--- config.mk ---
export PLATFORM = sky130hd
export DESIGN_NAME = mf2d_ctrl
export DESIGN_NICKNAME = d
export VERILOG_FILES = /design/src/rtl/mf2d_pkg.sv /design/src/rtl/mf2d_ctrl.sv
export SDC_FILE = /design/constraint.sdc
export NUM_CORES = 1
export LEC_CHECK = 0
export ABC_CLOCK_PERIOD_IN_PS = 6650
export BUFFER_PORTS_ARGS = -buffer_cell sky130_fd_sc_hd__buf_2
export CELL_PAD_IN_SITES_DETAIL_PLACEMENT = 2
export CELL_PAD_IN_SITES_GLOBAL_PLACEMENT = 2
export CORE_MARGIN = 5
export CORE_UTILIZATION = 25
export CTS_BUF_LIST = sky130_fd_sc_hd__clkbuf_8
export DETAILED_ROUTE_END_ITERATION = 12
export GPL_TIMING_DRIVEN = 0
export PLACE_DENSITY_LB_ADDON = 0.1
export REMOVE_ABC_BUFFERS = 1
export SYNTH_ARGS = -nofsm -noshare
export SYNTH_HDL_FRONTEND = slang
export SYNTH_SLANG_ARGS = --single-unit
--- constraint.sdc ---
create_clock -name aclk -period 6.65 [get_ports aclk]
set_input_delay 1.33 -clock aclk [delete_from_list [all_inputs] [get_ports aclk]]
set_output_delay 1.33 -clock aclk [all_outputs]
set_load 0.01 [all_outputs]
--- src/rtl/mf2d_pkg.sv ---
package mf2d_pkg;

    // Sizing
    localparam int MAX_WIDTH  = 1024;
    localparam int MAX_RADIUS = 2;
    localparam int PIX_BITS   = 16;
    localparam int DATA_BITS  = 16;

    // Fixed field widths
    localparam int RAD_BITS  = 2;
    localparam int DIM_BITS  = 11;
    localparam int IDX_BITS  = 2;

    // Derived sizes
    localparam int WIN       = 2 * MAX_RADIUS + 1;
    localparam int NWIN      = WIN * WIN;
    localparam int WIN_IDX   = $clog2(WIN);
    localparam int COL_BITS  = $clog2(MAX_WIDTH);
    localparam int WID_BITS  = $clog2(MAX_WIDTH + 1);
    localparam int ROW_BITS  = DIM_BITS + 1;
    localparam int EXT_BITS  = (ROW_BITS > WID_BITS ? ROW_BITS : WID_BITS) + 1;
    localparam int N_BITS    = $clog2(((1 << DIM_BITS) + MAX_RADIUS + 1) * MAX_WIDTH);
    localparam int RANK_BITS = $clog2(NWIN + 1);

    // Register indexes
    localparam logic [IDX_BITS-1:0] REG_RADIUS = 2'd0;
    localparam logic [IDX_BITS-1:0] REG_WIDTH  = 2'd1;
    localparam logic [IDX_BITS-1:0] REG_HEIGHT = 2'd2;

    typedef logic [PIX_BITS-1:0] pix_t;
    typedef pix_t [WIN-1:0][WIN-1:0] win_t;   // [column back][row up]

    // Per-item control that travels with the data
    typedef struct packed {
        logic                emit;
        logic                med;
        logic                last;
        logic [RAD_BITS-1:0] radius;
    } mf2d_item_t;

    // Rank of the median in a (2r+1)^2 window
    function automatic logic [RANK_BITS-1:0] median_rank(input logic [RAD_BITS-1:0] r);
        logic [RANK_BITS-1:0] rr;
        rr = RANK_BITS'(r);
        return RANK_BITS'(2 * rr * (rr + RANK_BITS'(1)));
    endfunction

endpackage

--- src/rtl/mf2d_ctrl.sv ---
module mf2d_ctrl (
    input  logic                          aclk,
    input  logic                          aresetn,
    input  logic                          adv,
    input  logic                          s_tvalid,
    input  logic                          s_tuser,
    input  logic                          cfg_valid,
    input  logic [mf2d_pkg::IDX_BITS-1:0] cfg_index,
    input  logic [mf2d_pkg::DIM_BITS-1:0] cfg_data,
    output logic                          step,
    output logic [mf2d_pkg::COL_BITS-1:0] in_col,
    output mf2d_pkg::mf2d_item_t          item
);
    import mf2d_pkg::*;

    logic [RAD_BITS-1:0] radius_reg, radius_next;
    logic [DIM_BITS-1:0] width_reg, width_next;
    logic [DIM_BITS-1:0] height_reg, height_next;
    logic [COL_BITS-1:0] in_col_reg, in_col_next;
    logic [ROW_BITS-1:0] in_row_reg, in_row_next;
    logic [COL_BITS-1:0] out_col_reg, out_col_next;
    logic [DIM_BITS-1:0] out_row_reg, out_row_next;
    logic [N_BITS-1:0]   n_reg, n_next;

    logic [WID_BITS-1:0] w_eff;
    logic [DIM_BITS-1:0] h_eff;
    logic [RAD_BITS-1:0] r_eff;
    logic [N_BITS-1:0]   lag;
    logic [EXT_BITS-1:0] w_x, h_x, r_x, ocol_x, orow_x;
    logic                cfg_hit, ignore, emit, med, last;

    // Effective settings
    always_comb begin
        if (width_reg == '0) begin
            w_eff = WID_BITS'(1);
        end else if (EXT_BITS'(width_reg) > EXT_BITS'(MAX_WIDTH)) begin
            w_eff = WID_BITS'(MAX_WIDTH);
        end else begin
            w_eff = WID_BITS'(width_reg);
        end
        h_eff = (height_reg == '0) ? DIM_BITS'(1) : height_reg;
        r_eff = (int'(radius_reg) > MAX_RADIUS) ? RAD_BITS'(MAX_RADIUS) : radius_reg;
        lag   = (r_eff[1] ? (N_BITS'(w_eff) << 1) : '0) +
                (r_eff[0] ? N_BITS'(w_eff) : '0) + N_BITS'(r_eff);
    end

    // Per-item decisions
    always_comb begin
        w_x    = EXT_BITS'(w_eff);
        h_x    = EXT_BITS'(h_eff);
        r_x    = EXT_BITS'(r_eff);
        ocol_x = EXT_BITS'(out_col_reg);
        orow_x = EXT_BITS'(out_row_reg);
        ignore = (EXT_BITS'(in_row_reg) < h_x) && s_tuser;
        step   = s_tvalid && adv && !ignore;
        emit   = n_reg >= lag;
        med    = (orow_x >= r_x) && (orow_x + r_x < h_x) &&
                 (ocol_x >= r_x) && (ocol_x + r_x < w_x);
        last   = (orow_x + EXT_BITS'(1) >= h_x) && (ocol_x + EXT_BITS'(1) >= w_x);
        cfg_hit = cfg_valid && ((cfg_index == REG_RADIUS) || (cfg_index == REG_WIDTH) ||
                                (cfg_index == REG_HEIGHT));
    end

    // Next state
    always_comb begin
        radius_next  = radius_reg;
        width_next   = width_reg;
        height_next  = height_reg;
        in_col_next  = in_col_reg;
        in_row_next  = in_row_reg;
        out_col_next = out_col_reg;
        out_row_next = out_row_reg;
        n_next       = n_reg;
        if (cfg_hit) begin
            case (cfg_index)
                REG_RADIUS: radius_next = cfg_data[RAD_BITS-1:0];
                REG_WIDTH:  width_next  = cfg_data;
                REG_HEIGHT: height_next = cfg_data;
                default:    ;
            endcase
            in_col_next  = '0;
            in_row_next  = '0;
            out_col_next = '0;
            out_row_next = '0;
            n_next       = '0;
        end else if (step) begin
            if (emit && last) begin
                in_col_next  = '0;
                in_row_next  = '0;
                out_col_next = '0;
                out_row_next = '0;
                n_next       = '0;
            end else begin
                n_next = n_reg + N_BITS'(1);
                if (EXT_BITS'(in_col_reg) + EXT_BITS'(1) >= w_x) begin
                    in_col_next = '0;
                    in_row_next = in_row_reg + ROW_BITS'(1);
                end else begin
                    in_col_next = in_col_reg + COL_BITS'(1);
                end
                if (emit) begin
                    if (ocol_x + EXT_BITS'(1) >= w_x) begin
                        out_col_next = '0;
                        out_row_next = out_row_reg + DIM_BITS'(1);
                    end else begin
                        out_col_next = out_col_reg + COL_BITS'(1);
                    end
                end
            end
        end
    end

    always_ff @(posedge aclk) begin
        if (!aresetn) begin
            radius_reg  <= RAD_BITS'(1);
            width_reg   <= DIM_BITS'(1024);
            height_reg  <= DIM_BITS'(1024);
            in_col_reg  <= '0;
            in_row_reg  <= '0;
            out_col_reg <= '0;
            out_row_reg <= '0;
            n_reg       <= '0;
        end else begin
            radius_reg  <= radius_next;
            width_reg   <= width_next;
            height_reg  <= height_next;
            in_col_reg  <= in_col_next;
            in_row_reg  <= in_row_next;
            out_col_reg <= out_col_next;
            out_row_reg <= out_row_next;
            n_reg       <= n_next;
        end
    end

    assign in_col      = in_col_reg;
    assign item.emit   = emit;
    assign item.med    = med;
    assign item.last   = last;
    assign item.radius = r_eff;

endmodule

==> impl_metrics.env, run 1 <==
export IMPL_outcome="finished, final reports clean"
export IMPL_placed_cells_incl_taps=1277
export IMPL_total_power_mw=1.10
export IMPL_pin_count_of_the_biggest_net_entering_global_routing=38
export IMPL_leakage_nw=3.37
export IMPL_synth_largest_area_cell="sky130_fd_sc_hd__dfxtp_1"
export IMPL_seq_area_mm2=0.00178
export IMPL_crit_path_max_fanout=5
export IMPL_n_fill_cell=3338
export IMPL_cts_sinks=89
export IMPL_dp_final_hpwl_um=18800
export IMPL_routedWlPerCell_um=18.5
export IMPL_cts_hold_fix_buffers=0
export IMPL_diodes=0
export IMPL_power_per_cell_area_mw_per_mm2=136
export IMPL_synth_cell_type_count=66
export IMPL_grt_use_total_pct=14.8
export IMPL_fp_dieH_um=181
export IMPL_clock_latency_ns=0.40
export IMPL_synthFlopType="sky130_fd_sc_hd__dfxtp_1"
export IMPL_finalHoldViolCount=0
export IMPL_hp_class="register to register"
export IMPL_worst_pin_slew_ns=1.35
export IMPL_dieWidth_um=181
export IMPL_remaining_global_route_overflow=0
export IMPL_route_antenna_remaining_nets=0
export IMPL_utilization_pct=28.2
export IMPL_area_delta_synth_final_pct=11.3
export IMPL_setup_failing_eps_final=0
export IMPL_nets=1038
export IMPL_mostFrequentLayoutCells="107 x sky130_fd_sc_hd__ha_1, 96 x sky130_fd_sc_hd__nor2_1, 88 x sky130_fd_sc_hd__dfxtp_1, 83 x sky130_fd_sc_hd__nand2_1"
export IMPL_core_rowCount=62
export IMPL_clock_tree_buffer_depth=2
export IMPL_grt_antenna_before_repair=0
export IMPL_syn_mean_instance_area_um2=8.12
export IMPL_reg2reg_slack_ns=0.94
export IMPL_stdcell_count=1298
export IMPL_multi_input_area_mm2=0.00519
export IMPL_final_period_minus_worst_setup_slack_ns=6.12
export IMPL_worst_ep_required_time_ns=5.32
export IMPL_rsz0062_at_grt="no"
export IMPL_io_pin_count=35
export IMPL_avgViaCountPerCell=4.94
export IMPL_final_period_utilization_pct=92.1
export IMPL_tritoncts_num_buffers=9
export IMPL_tritoncts_clock_tree="done"
export IMPL_grt_pass1_vias=6760
export IMPL_vdd_ir_drop_worst_uv=71.8
export IMPL_startpoint_of_the_lowest_slack_hold_path="radius_reg[0]"
export IMPL_largest_register_ff_count=22
export IMPL_cts_root_buf="sky130_fd_sc_hd__clkbuf_8"
export IMPL_placeableCoreArea_mm2=0.0287
export IMPL_wirelength_um=24000
export IMPL_synth_seq_cells=89
export IMPL_ys_top_cells_by_area="sky130_fd_sc_hd__dfxtp_1 25%, sky130_fd_sc_hd__ha_1 18%, sky130_fd_sc_hd__xnor2_1 5.9%"
export IMPL_grt_pass1_wl_um=38500
export IMPL_buffer_ports_inserted=34
export IMPL_timing_worst_setup_path_type="register to output pin"
export IMPL_dpl_instance_area_mm2=0.00780
export IMPL_r2r_start="width_reg[4]"
export IMPL_slew_headroom_pct=9.21
export IMPL_syn_cell_area_mm2=0.00727
export IMPL_finalInstanceArea_mm2=0.00809
export IMPL_worst_setup_path_end_kind="output pin"
export IMPL_timing_clock_skew_ns=0.0221
export IMPL_first_pass_iters=4
export IMPL_synth_top_cell_area_share_pct=24.5
export IMPL_num_vias=6416
export IMPL_synth_warnings=0
export IMPL_synth_enable_flop_cells=0
export IMPL_depth_of_the_worst_register_to_register_path=21
export IMPL_fmax_mhz=163
export IMPL_postSynth_asyncResetShare_pct=0
export IMPL_hold_depth=2
export IMPL_reg2reg_to="out_col_reg[5]"
export IMPL_final_layout_size_suffix_gt1_share_pct=9.52
export IMPL_initial_core_util_pct=25.3
export IMPL_critical_path_arrival_ns=4.79
export IMPL_critical_path_startpoint_type="register"
export IMPL_cts_htree_levels=3
export IMPL_route_detailed_drc=0
export IMPL_dr_first_iter_drc_count=206
export IMPL_layout_cells_most_common="sky130_fd_sc_hd__ha_1"
export IMPL_place_congestion=0.736
export IMPL_cts_reportedPaths_clkPinSlew_ns=0.11
export IMPL_die_area_mm2=0.0326
export IMPL_hold_path_endpoint="radius_reg[0]"
export IMPL_final_max_slew_violation_count=0
export IMPL_syn_instance_count=895
export IMPL_share_of_synthesized_area_occupied_by_flip_flops_and_latches_pct=24.5
export IMPL_cap_violations=0
==> layout make-up <==
class / count / area share (%)
clock buffers: 10 / 1.70
clock inverters: 6 / 0.913
inverters: 45 / 2.15
multi-input cells: 722 / 64.2
flip-flops and latches: 89 / 22.0
well taps: 384 / 5.94
repair buffers: 42 / 3.08
==> per-layer routing <==
| metal | track usage, % | part of all wire (%) | routed length [µm] | vias up |
|---|---|---|---|---|
| met3 | 1.47 | 1.3 | 309 | 14 |
| met1 | 20.2 | 50 | 12000 | 3169 |
| met5 | 0 | 0 | 0 | - |
| met4 | 3.54 | 1.1 | 265 | 0 |
| li1 | - | - | - | 3203 |
| met2 | 25.3 | 48 | 11400 | 30 |
==> worst max path at each step <==
stage                            to     startpoint  slack, ns  cells past startpoint
after global placement    n_reg[13]  radius_reg[1]      -0.59                     22
after detailed placement    item[4]  radius_reg[1]      -0.51                     20
final                       item[4]   width_reg[4]       0.53                     18
after CTS                   item[4]   width_reg[4]       0.05                     21
after global routing        item[4]   width_reg[4]       0.07                     18
after floorplan             item[4]  radius_reg[1]       1.21                     19
==> where the power goes <==
group	switching (mW)	leakage, nW	total [mW]	internal [mW]
Clock	0.246	0.101	0.435	0.189
Combinational	0.0771	2.55	0.118	0.0411
Sequential	0.00657	0.719	0.545	0.538
Total	0.330	3.37	1.10	0.769
==> through the flow <==
| stage | setup TNS [ns] | hold WS, ns | setup WS [ns] |
|---|---|---|---|
| global placement | -18.83 | 0.466 | -0.585 |
| floorplan | 0 | 0.440 | 1.21 |
| global route | 0 | 0.538 | 0.0686 |
| detailed placement | -0.515 | 0.470 | -0.515 |
| finish | 0 | 0.515 | 0.525 |
| CTS | 0 | 0.501 | 0.0482 |
==> kinds of logic after synthesis <==
logic type	after synthesis	synth area share, %
adder cells (fa/ha/maj)	112	19.5
buffers and inverters	84	4.72
AND/OR/NAND/NOR	365	25.9
multiplexers	21	2.89
AO/OA/AOI/OAI	147	13.2
flip-flops	89	24.5
XOR/XNOR	77	9.28
==> Yosys cell counts, types with 10 or more instances <==
| library cell | count |
|---|---|
| sky130_fd_sc_hd__inv_1 | 44 |
| sky130_fd_sc_hd__dfxtp_1 | 89 |
| sky130_fd_sc_hd__mux2i_1 | 21 |
| sky130_fd_sc_hd__xnor2_1 | 49 |
| sky130_fd_sc_hd__nor2_1 | 96 |
| sky130_fd_sc_hd__ha_1 | 107 |
| sky130_fd_sc_hd__nor4_1 | 12 |
| sky130_fd_sc_hd__nand2b_1 | 10 |
| sky130_fd_sc_hd__o21ai_0 | 29 |
| sky130_fd_sc_hd__nor2b_1 | 27 |
| sky130_fd_sc_hd__buf_2 | 10 |
| sky130_fd_sc_hd__nand2_1 | 84 |
| sky130_fd_sc_hd__clkbuf_1 | 21 |
| sky130_fd_sc_hd__nand3_1 | 44 |
| sky130_fd_sc_hd__a31oi_1 | 12 |
| sky130_fd_sc_hd__xor2_1 | 28 |
| sky130_fd_sc_hd__a21oi_1 | 51 |
| sky130_fd_sc_hd__nand4_1 | 20 |
| sky130_fd_sc_hd__and3_1 | 15 |
==> repair_timing <==
| item | 4_1_cts | 5_1_grt |
|---|---|---|
| hold endpoints to repair | 0 | 0 |
| cloned | 0 | 0 |
| setup endpoints to repair | 6 | 1 |
| resized for setup | 7 | 3 |
| pin swaps | 0 | 2 |
| buffers inserted | 1 | 4 |
==> worst max-delay path, stage by stage, from the launching register on <==
cell and delay [ns]:
sky130_fd_sc_hd__dfxtp_1 0.36, sky130_fd_sc_hd__nor4_1 0.30, sky130_fd_sc_hd__nand3_1 0.18, sky130_fd_sc_hd__o21ai_0 0.24
sky130_fd_sc_hd__nand2_1 0.27, sky130_fd_sc_hd__nor2_1 0.17, sky130_fd_sc_hd__ha_1 0.24, sky130_fd_sc_hd__ha_1 0.36
sky130_fd_sc_hd__a21oi_1 0.13, sky130_fd_sc_hd__o21ai_0 0.14, sky130_fd_sc_hd__a41o_1 0.28, sky130_fd_sc_hd__or4_1 0.38
sky130_fd_sc_hd__o21ai_0 0.13, sky130_fd_sc_hd__ha_1 0.27, sky130_fd_sc_hd__nand4b_1 0.15, sky130_fd_sc_hd__nor4_1 0.31
sky130_fd_sc_hd__o41ai_1 0.17, sky130_fd_sc_hd__nand3_4 0.15, sky130_fd_sc_hd__buf_2 0.15
Power figures use the tool's default switching activity.
==> run 2, diff against run 1 <==
Settings changed: ABC_AREA set to 1, CORE_UTILIZATION 25 to 35.
==> run 2 against run 1 <==
Compared with the run above: sequential power up 2%; non-clock buffer count down 2; routed wire length up 5.5%; critical path type unchanged; sequential share of layout area down 0.73 points; final cell count up 9.0%; first-iteration DRC count up 13%.
==> impl_metrics.env, run 2 <==
export IMPL_grt_pass1_wl_um=42200
export IMPL_syn_instance_count=1117
export IMPL_leakage_nw=3.80
export IMPL_switching_power_mw=0.381
export IMPL_num_vias=7459
export IMPL_n_fill_cell=2663
export IMPL_tritoncts_num_buffers=9
export IMPL_outcome="finished, final reports clean"
export IMPL_timing_clock_skew_ns=0.0209
export IMPL_grt_pass1_vias=8040
export IMPL_worst_ep_required_time_ns=5.32
export IMPL_route_detailed_drc=0
export IMPL_largest_register_ff_count=22
export IMPL_pin_count_of_the_biggest_net_entering_global_routing=43
export IMPL_tritoncts_clock_tree="done"
export IMPL_core_rowCount=54
export IMPL_placeableCoreArea_mm2=0.0218
export IMPL_hp_class="register to register"
export IMPL_internal_power_mw=0.793
export IMPL_mostFrequentLayoutCells="200 x sky130_fd_sc_hd__nand2_1, 130 x sky130_fd_sc_hd__nor2_1, 114 x sky130_fd_sc_hd__inv_1, 107 x sky130_fd_sc_hd__ha_1, 97 x sky130_fd_sc_hd__a21oi_1"
export IMPL_timing_worst_setup_path_type="register to output pin"
export IMPL_dieWidth_um=159
export IMPL_buffer_ports_inserted=34
export IMPL_syn_mean_instance_area_um2=6.94
export IMPL_cts_reportedPaths_clkPinSlew_ns=0.11
export IMPL_fp_dieH_um=159
export IMPL_remaining_global_route_overflow=0
export IMPL_power_per_cell_area_mw_per_mm2=140
export IMPL_finalInstanceArea_mm2=0.00837
export IMPL_netlist_top_cells_count="203 x sky130_fd_sc_hd__nand2_1, 131 x sky130_fd_sc_hd__nor2_1, 114 x sky130_fd_sc_hd__inv_1, 107 x sky130_fd_sc_hd__ha_1, 97 x sky130_fd_sc_hd__a21oi_1"
export IMPL_postSynth_asyncResetShare_pct=0
export IMPL_area_delta_synth_final_pct=7.87
export IMPL_final_period_minus_worst_setup_slack_ns=6.27
export IMPL_worst_pin_slew_ns=1.31
export IMPL_final_layout_size_suffix_gt1_share_pct=9.43
export IMPL_worst_setup_path_end_kind="output pin"
export IMPL_final_period_utilization_pct=94.2
export IMPL_synth_warnings=0
export IMPL_syn_cell_area_mm2=0.00776
export IMPL_combPwrFrac_pct=17.0
export IMPL_dr_first_iter_drc_count=233
export IMPL_nets=1259
export IMPL_cap_violations=0
export IMPL_avgViaCountPerCell=5.27
export IMPL_die_area_mm2=0.0252
export IMPL_synthFlopType="sky130_fd_sc_hd__dfxtp_1"
export IMPL_ys_top_cells_by_area="sky130_fd_sc_hd__dfxtp_1 23%, sky130_fd_sc_hd__ha_1 17%, sky130_fd_sc_hd__nand2_1 9.8%"
export IMPL_slew_headroom_pct=11.8
export IMPL_synth_top_cell_area_share_pct=23.0
export IMPL_place_congestion=0.790
export IMPL_cts_htree_levels=3
export IMPL_cts_sinks=89
export IMPL_power_clock_fraction_pct=35.8
export IMPL_share_of_synthesized_area_occupied_by_flip_flops_and_latches_pct=23.0
export IMPL_setup_failing_eps_final=0
export IMPL_critical_path_arrival_ns=4.94
export IMPL_initial_core_util_pct=35.5
export IMPL_wirelength_um=25400
export IMPL_synth_largest_area_cell="sky130_fd_sc_hd__dfxtp_1"
export IMPL_routedWlPerCell_um=17.9
export IMPL_utilization_pct=38.3
export IMPL_synth_enable_flop_cells=0
export IMPL_grt_antenna_before_repair=0
export IMPL_layout_cells_most_common="sky130_fd_sc_hd__nand2_1"
export IMPL_synth_seq_cells=89
export IMPL_vdd_ir_drop_worst_uv=101
export IMPL_clock_tree_buffer_depth=2
export IMPL_route_antenna_remaining_nets=0
export IMPL_dp_final_hpwl_um=19800
export IMPL_first_pass_iters=4
export IMPL_switching_share_pct=32.5
export IMPL_crit_path_max_fanout=6
export IMPL_critical_path_startpoint_type="register"
export IMPL_final_max_slew_violation_count=0
export IMPL_dpl_instance_area_mm2=0.00811
export IMPL_synth_most_common_cell="sky130_fd_sc_hd__nand2_1"
export IMPL_clock_latency_ns=0.39
export IMPL_fmax_mhz=160
export IMPL_synth_cell_type_count=47
export IMPL_cts_root_buf="sky130_fd_sc_hd__clkbuf_8"
export IMPL_finalHoldViolCount=0
export IMPL_grt_use_total_pct=20.0
export IMPL_sum_neg_setup_slack_ns=0
export IMPL_seq_power_share_pct=47.2
export IMPL_hold_ws_ns=0.501
export IMPL_diodes=0
export IMPL_io_pin_count=35
export IMPL_cts_hold_fix_buffers=0
export IMPL_rsz0062_at_grt="no"
## run 2: cell types whose count changed in the layout (fill, tap and decap cells not counted), moves of 27 or more
cell	before	now
sky130_fd_sc_hd__a21oi_1	49	97
sky130_fd_sc_hd__inv_1	43	114
sky130_fd_sc_hd__nand2_1	83	200
sky130_fd_sc_hd__nor2_1	96	130
sky130_fd_sc_hd__nor2b_1	27	0
sky130_fd_sc_hd__o21ai_0	28	60
sky130_fd_sc_hd__xnor2_1	49	7
sky130_fd_sc_hd__xor2_1	28	61
## run 2: what timing repair did
item,in CTS,in global routing
cloned,0,0
setup buffers,2,3
pin swaps,1,1
gates resized for setup,1,4
setup endpoints to repair,56,42
## run 2: cell type report
type                            instances  area, µm²  area share (%)
Clock buffer                           10        138            1.64
Clock inverter                          6       66.3           0.793
Tap cell                              280        350            4.19
Timing Repair Buffer                   40        228            2.72
Multi-Input combinational cell        870       5350            63.9
Inverter                              120        454            5.43
Sequential cell                        89       1780            21.3
## run 2: final timing paths
path / end / from / depth (start not counted) / slack (ns)
worst min-delay path: out_col_reg[9] / out_col_reg[9] / 2 / 0.50
worst max-delay path: item[4] / width_reg[4] / 26 / 0.38
worst min register to register: out_col_reg[9] / out_col_reg[9] / 2 / 0.50
worst max register to register: out_row_reg[0] / width_reg[4] / 29 / 0.84
## run 2: kinds of logic after synthesis
group           synth area share [%]
flops                           23.0
compound gates                  13.3
buf+inv                         8.31
xor+xnor                        7.68
simple gates                    29.7
fa+ha+maj                       18.0
## run 2: stage by stage
step           power [mW]  instances  setup slack, ns
4_1_cts              1.19       1412           0.0786
6_report             1.17       1415            0.384
3_5_place_dp        0.761       1394           -0.525
2_1_floorplan       0.686       1079             1.31
3_3_place_gp        0.754       1393           -0.418
5_1_grt              1.24       1415           0.0145
## run 2: power groups by stage
| stage | clock (mW) | combinational, mW | sequential, mW |
|---|---|---|---|
| global placement | 0 | 0.187 | 0.566 |
| CTS | 0.437 | 0.200 | 0.555 |
| detailed placement | 0 | 0.195 | 0.567 |
| floorplan | 0 | 0.123 | 0.564 |
| global route | 0.459 | 0.225 | 0.557 |
| finish | 0.421 | 0.199 | 0.555 |
## run 2: layer usage
metal  global-route usage [%]  vias up  wire (µm)
li1                         -     3740          -
met1                     25.4     3645      11700
met2                     36.8       54      12900
met3                     2.26       20        388
met4                     3.76        0        327
met5                        0        -          0
## run 2: critical path, cell delays in order, from the launching register on
cell	delay, ns
sky130_fd_sc_hd__dfxtp_1	0.34
sky130_fd_sc_hd__nor2_1	0.16
sky130_fd_sc_hd__nand3_2	0.13
sky130_fd_sc_hd__o21bai_4	0.21
sky130_fd_sc_hd__nand2_1	0.12
sky130_fd_sc_hd__nand2_2	0.19
sky130_fd_sc_hd__nor2_1	0.08
sky130_fd_sc_hd__ha_1	0.28
sky130_fd_sc_hd__ha_1	0.16
sky130_fd_sc_hd__inv_1	0.07
sky130_fd_sc_hd__fa_1	0.42
sky130_fd_sc_hd__nor4_1	0.33
sky130_fd_sc_hd__nor2_1	0.12
sky130_fd_sc_hd__nor2_1	0.11
sky130_fd_sc_hd__nor2_1	0.05
sky130_fd_sc_hd__o21bai_1	0.22
sky130_fd_sc_hd__nand2_1	0.11
sky130_fd_sc_hd__nand2_1	0.08
sky130_fd_sc_hd__a21oi_1	0.07
sky130_fd_sc_hd__xor2_1	0.15
sky130_fd_sc_hd__ha_1	0.32
sky130_fd_sc_hd__nand3_1	0.12
sky130_fd_sc_hd__nor3_1	0.15
sky130_fd_sc_hd__nand3_1	0.11
sky130_fd_sc_hd__nand4_1	0.13
sky130_fd_sc_hd__buf_4	0.19
sky130_fd_sc_hd__buf_2	0.15
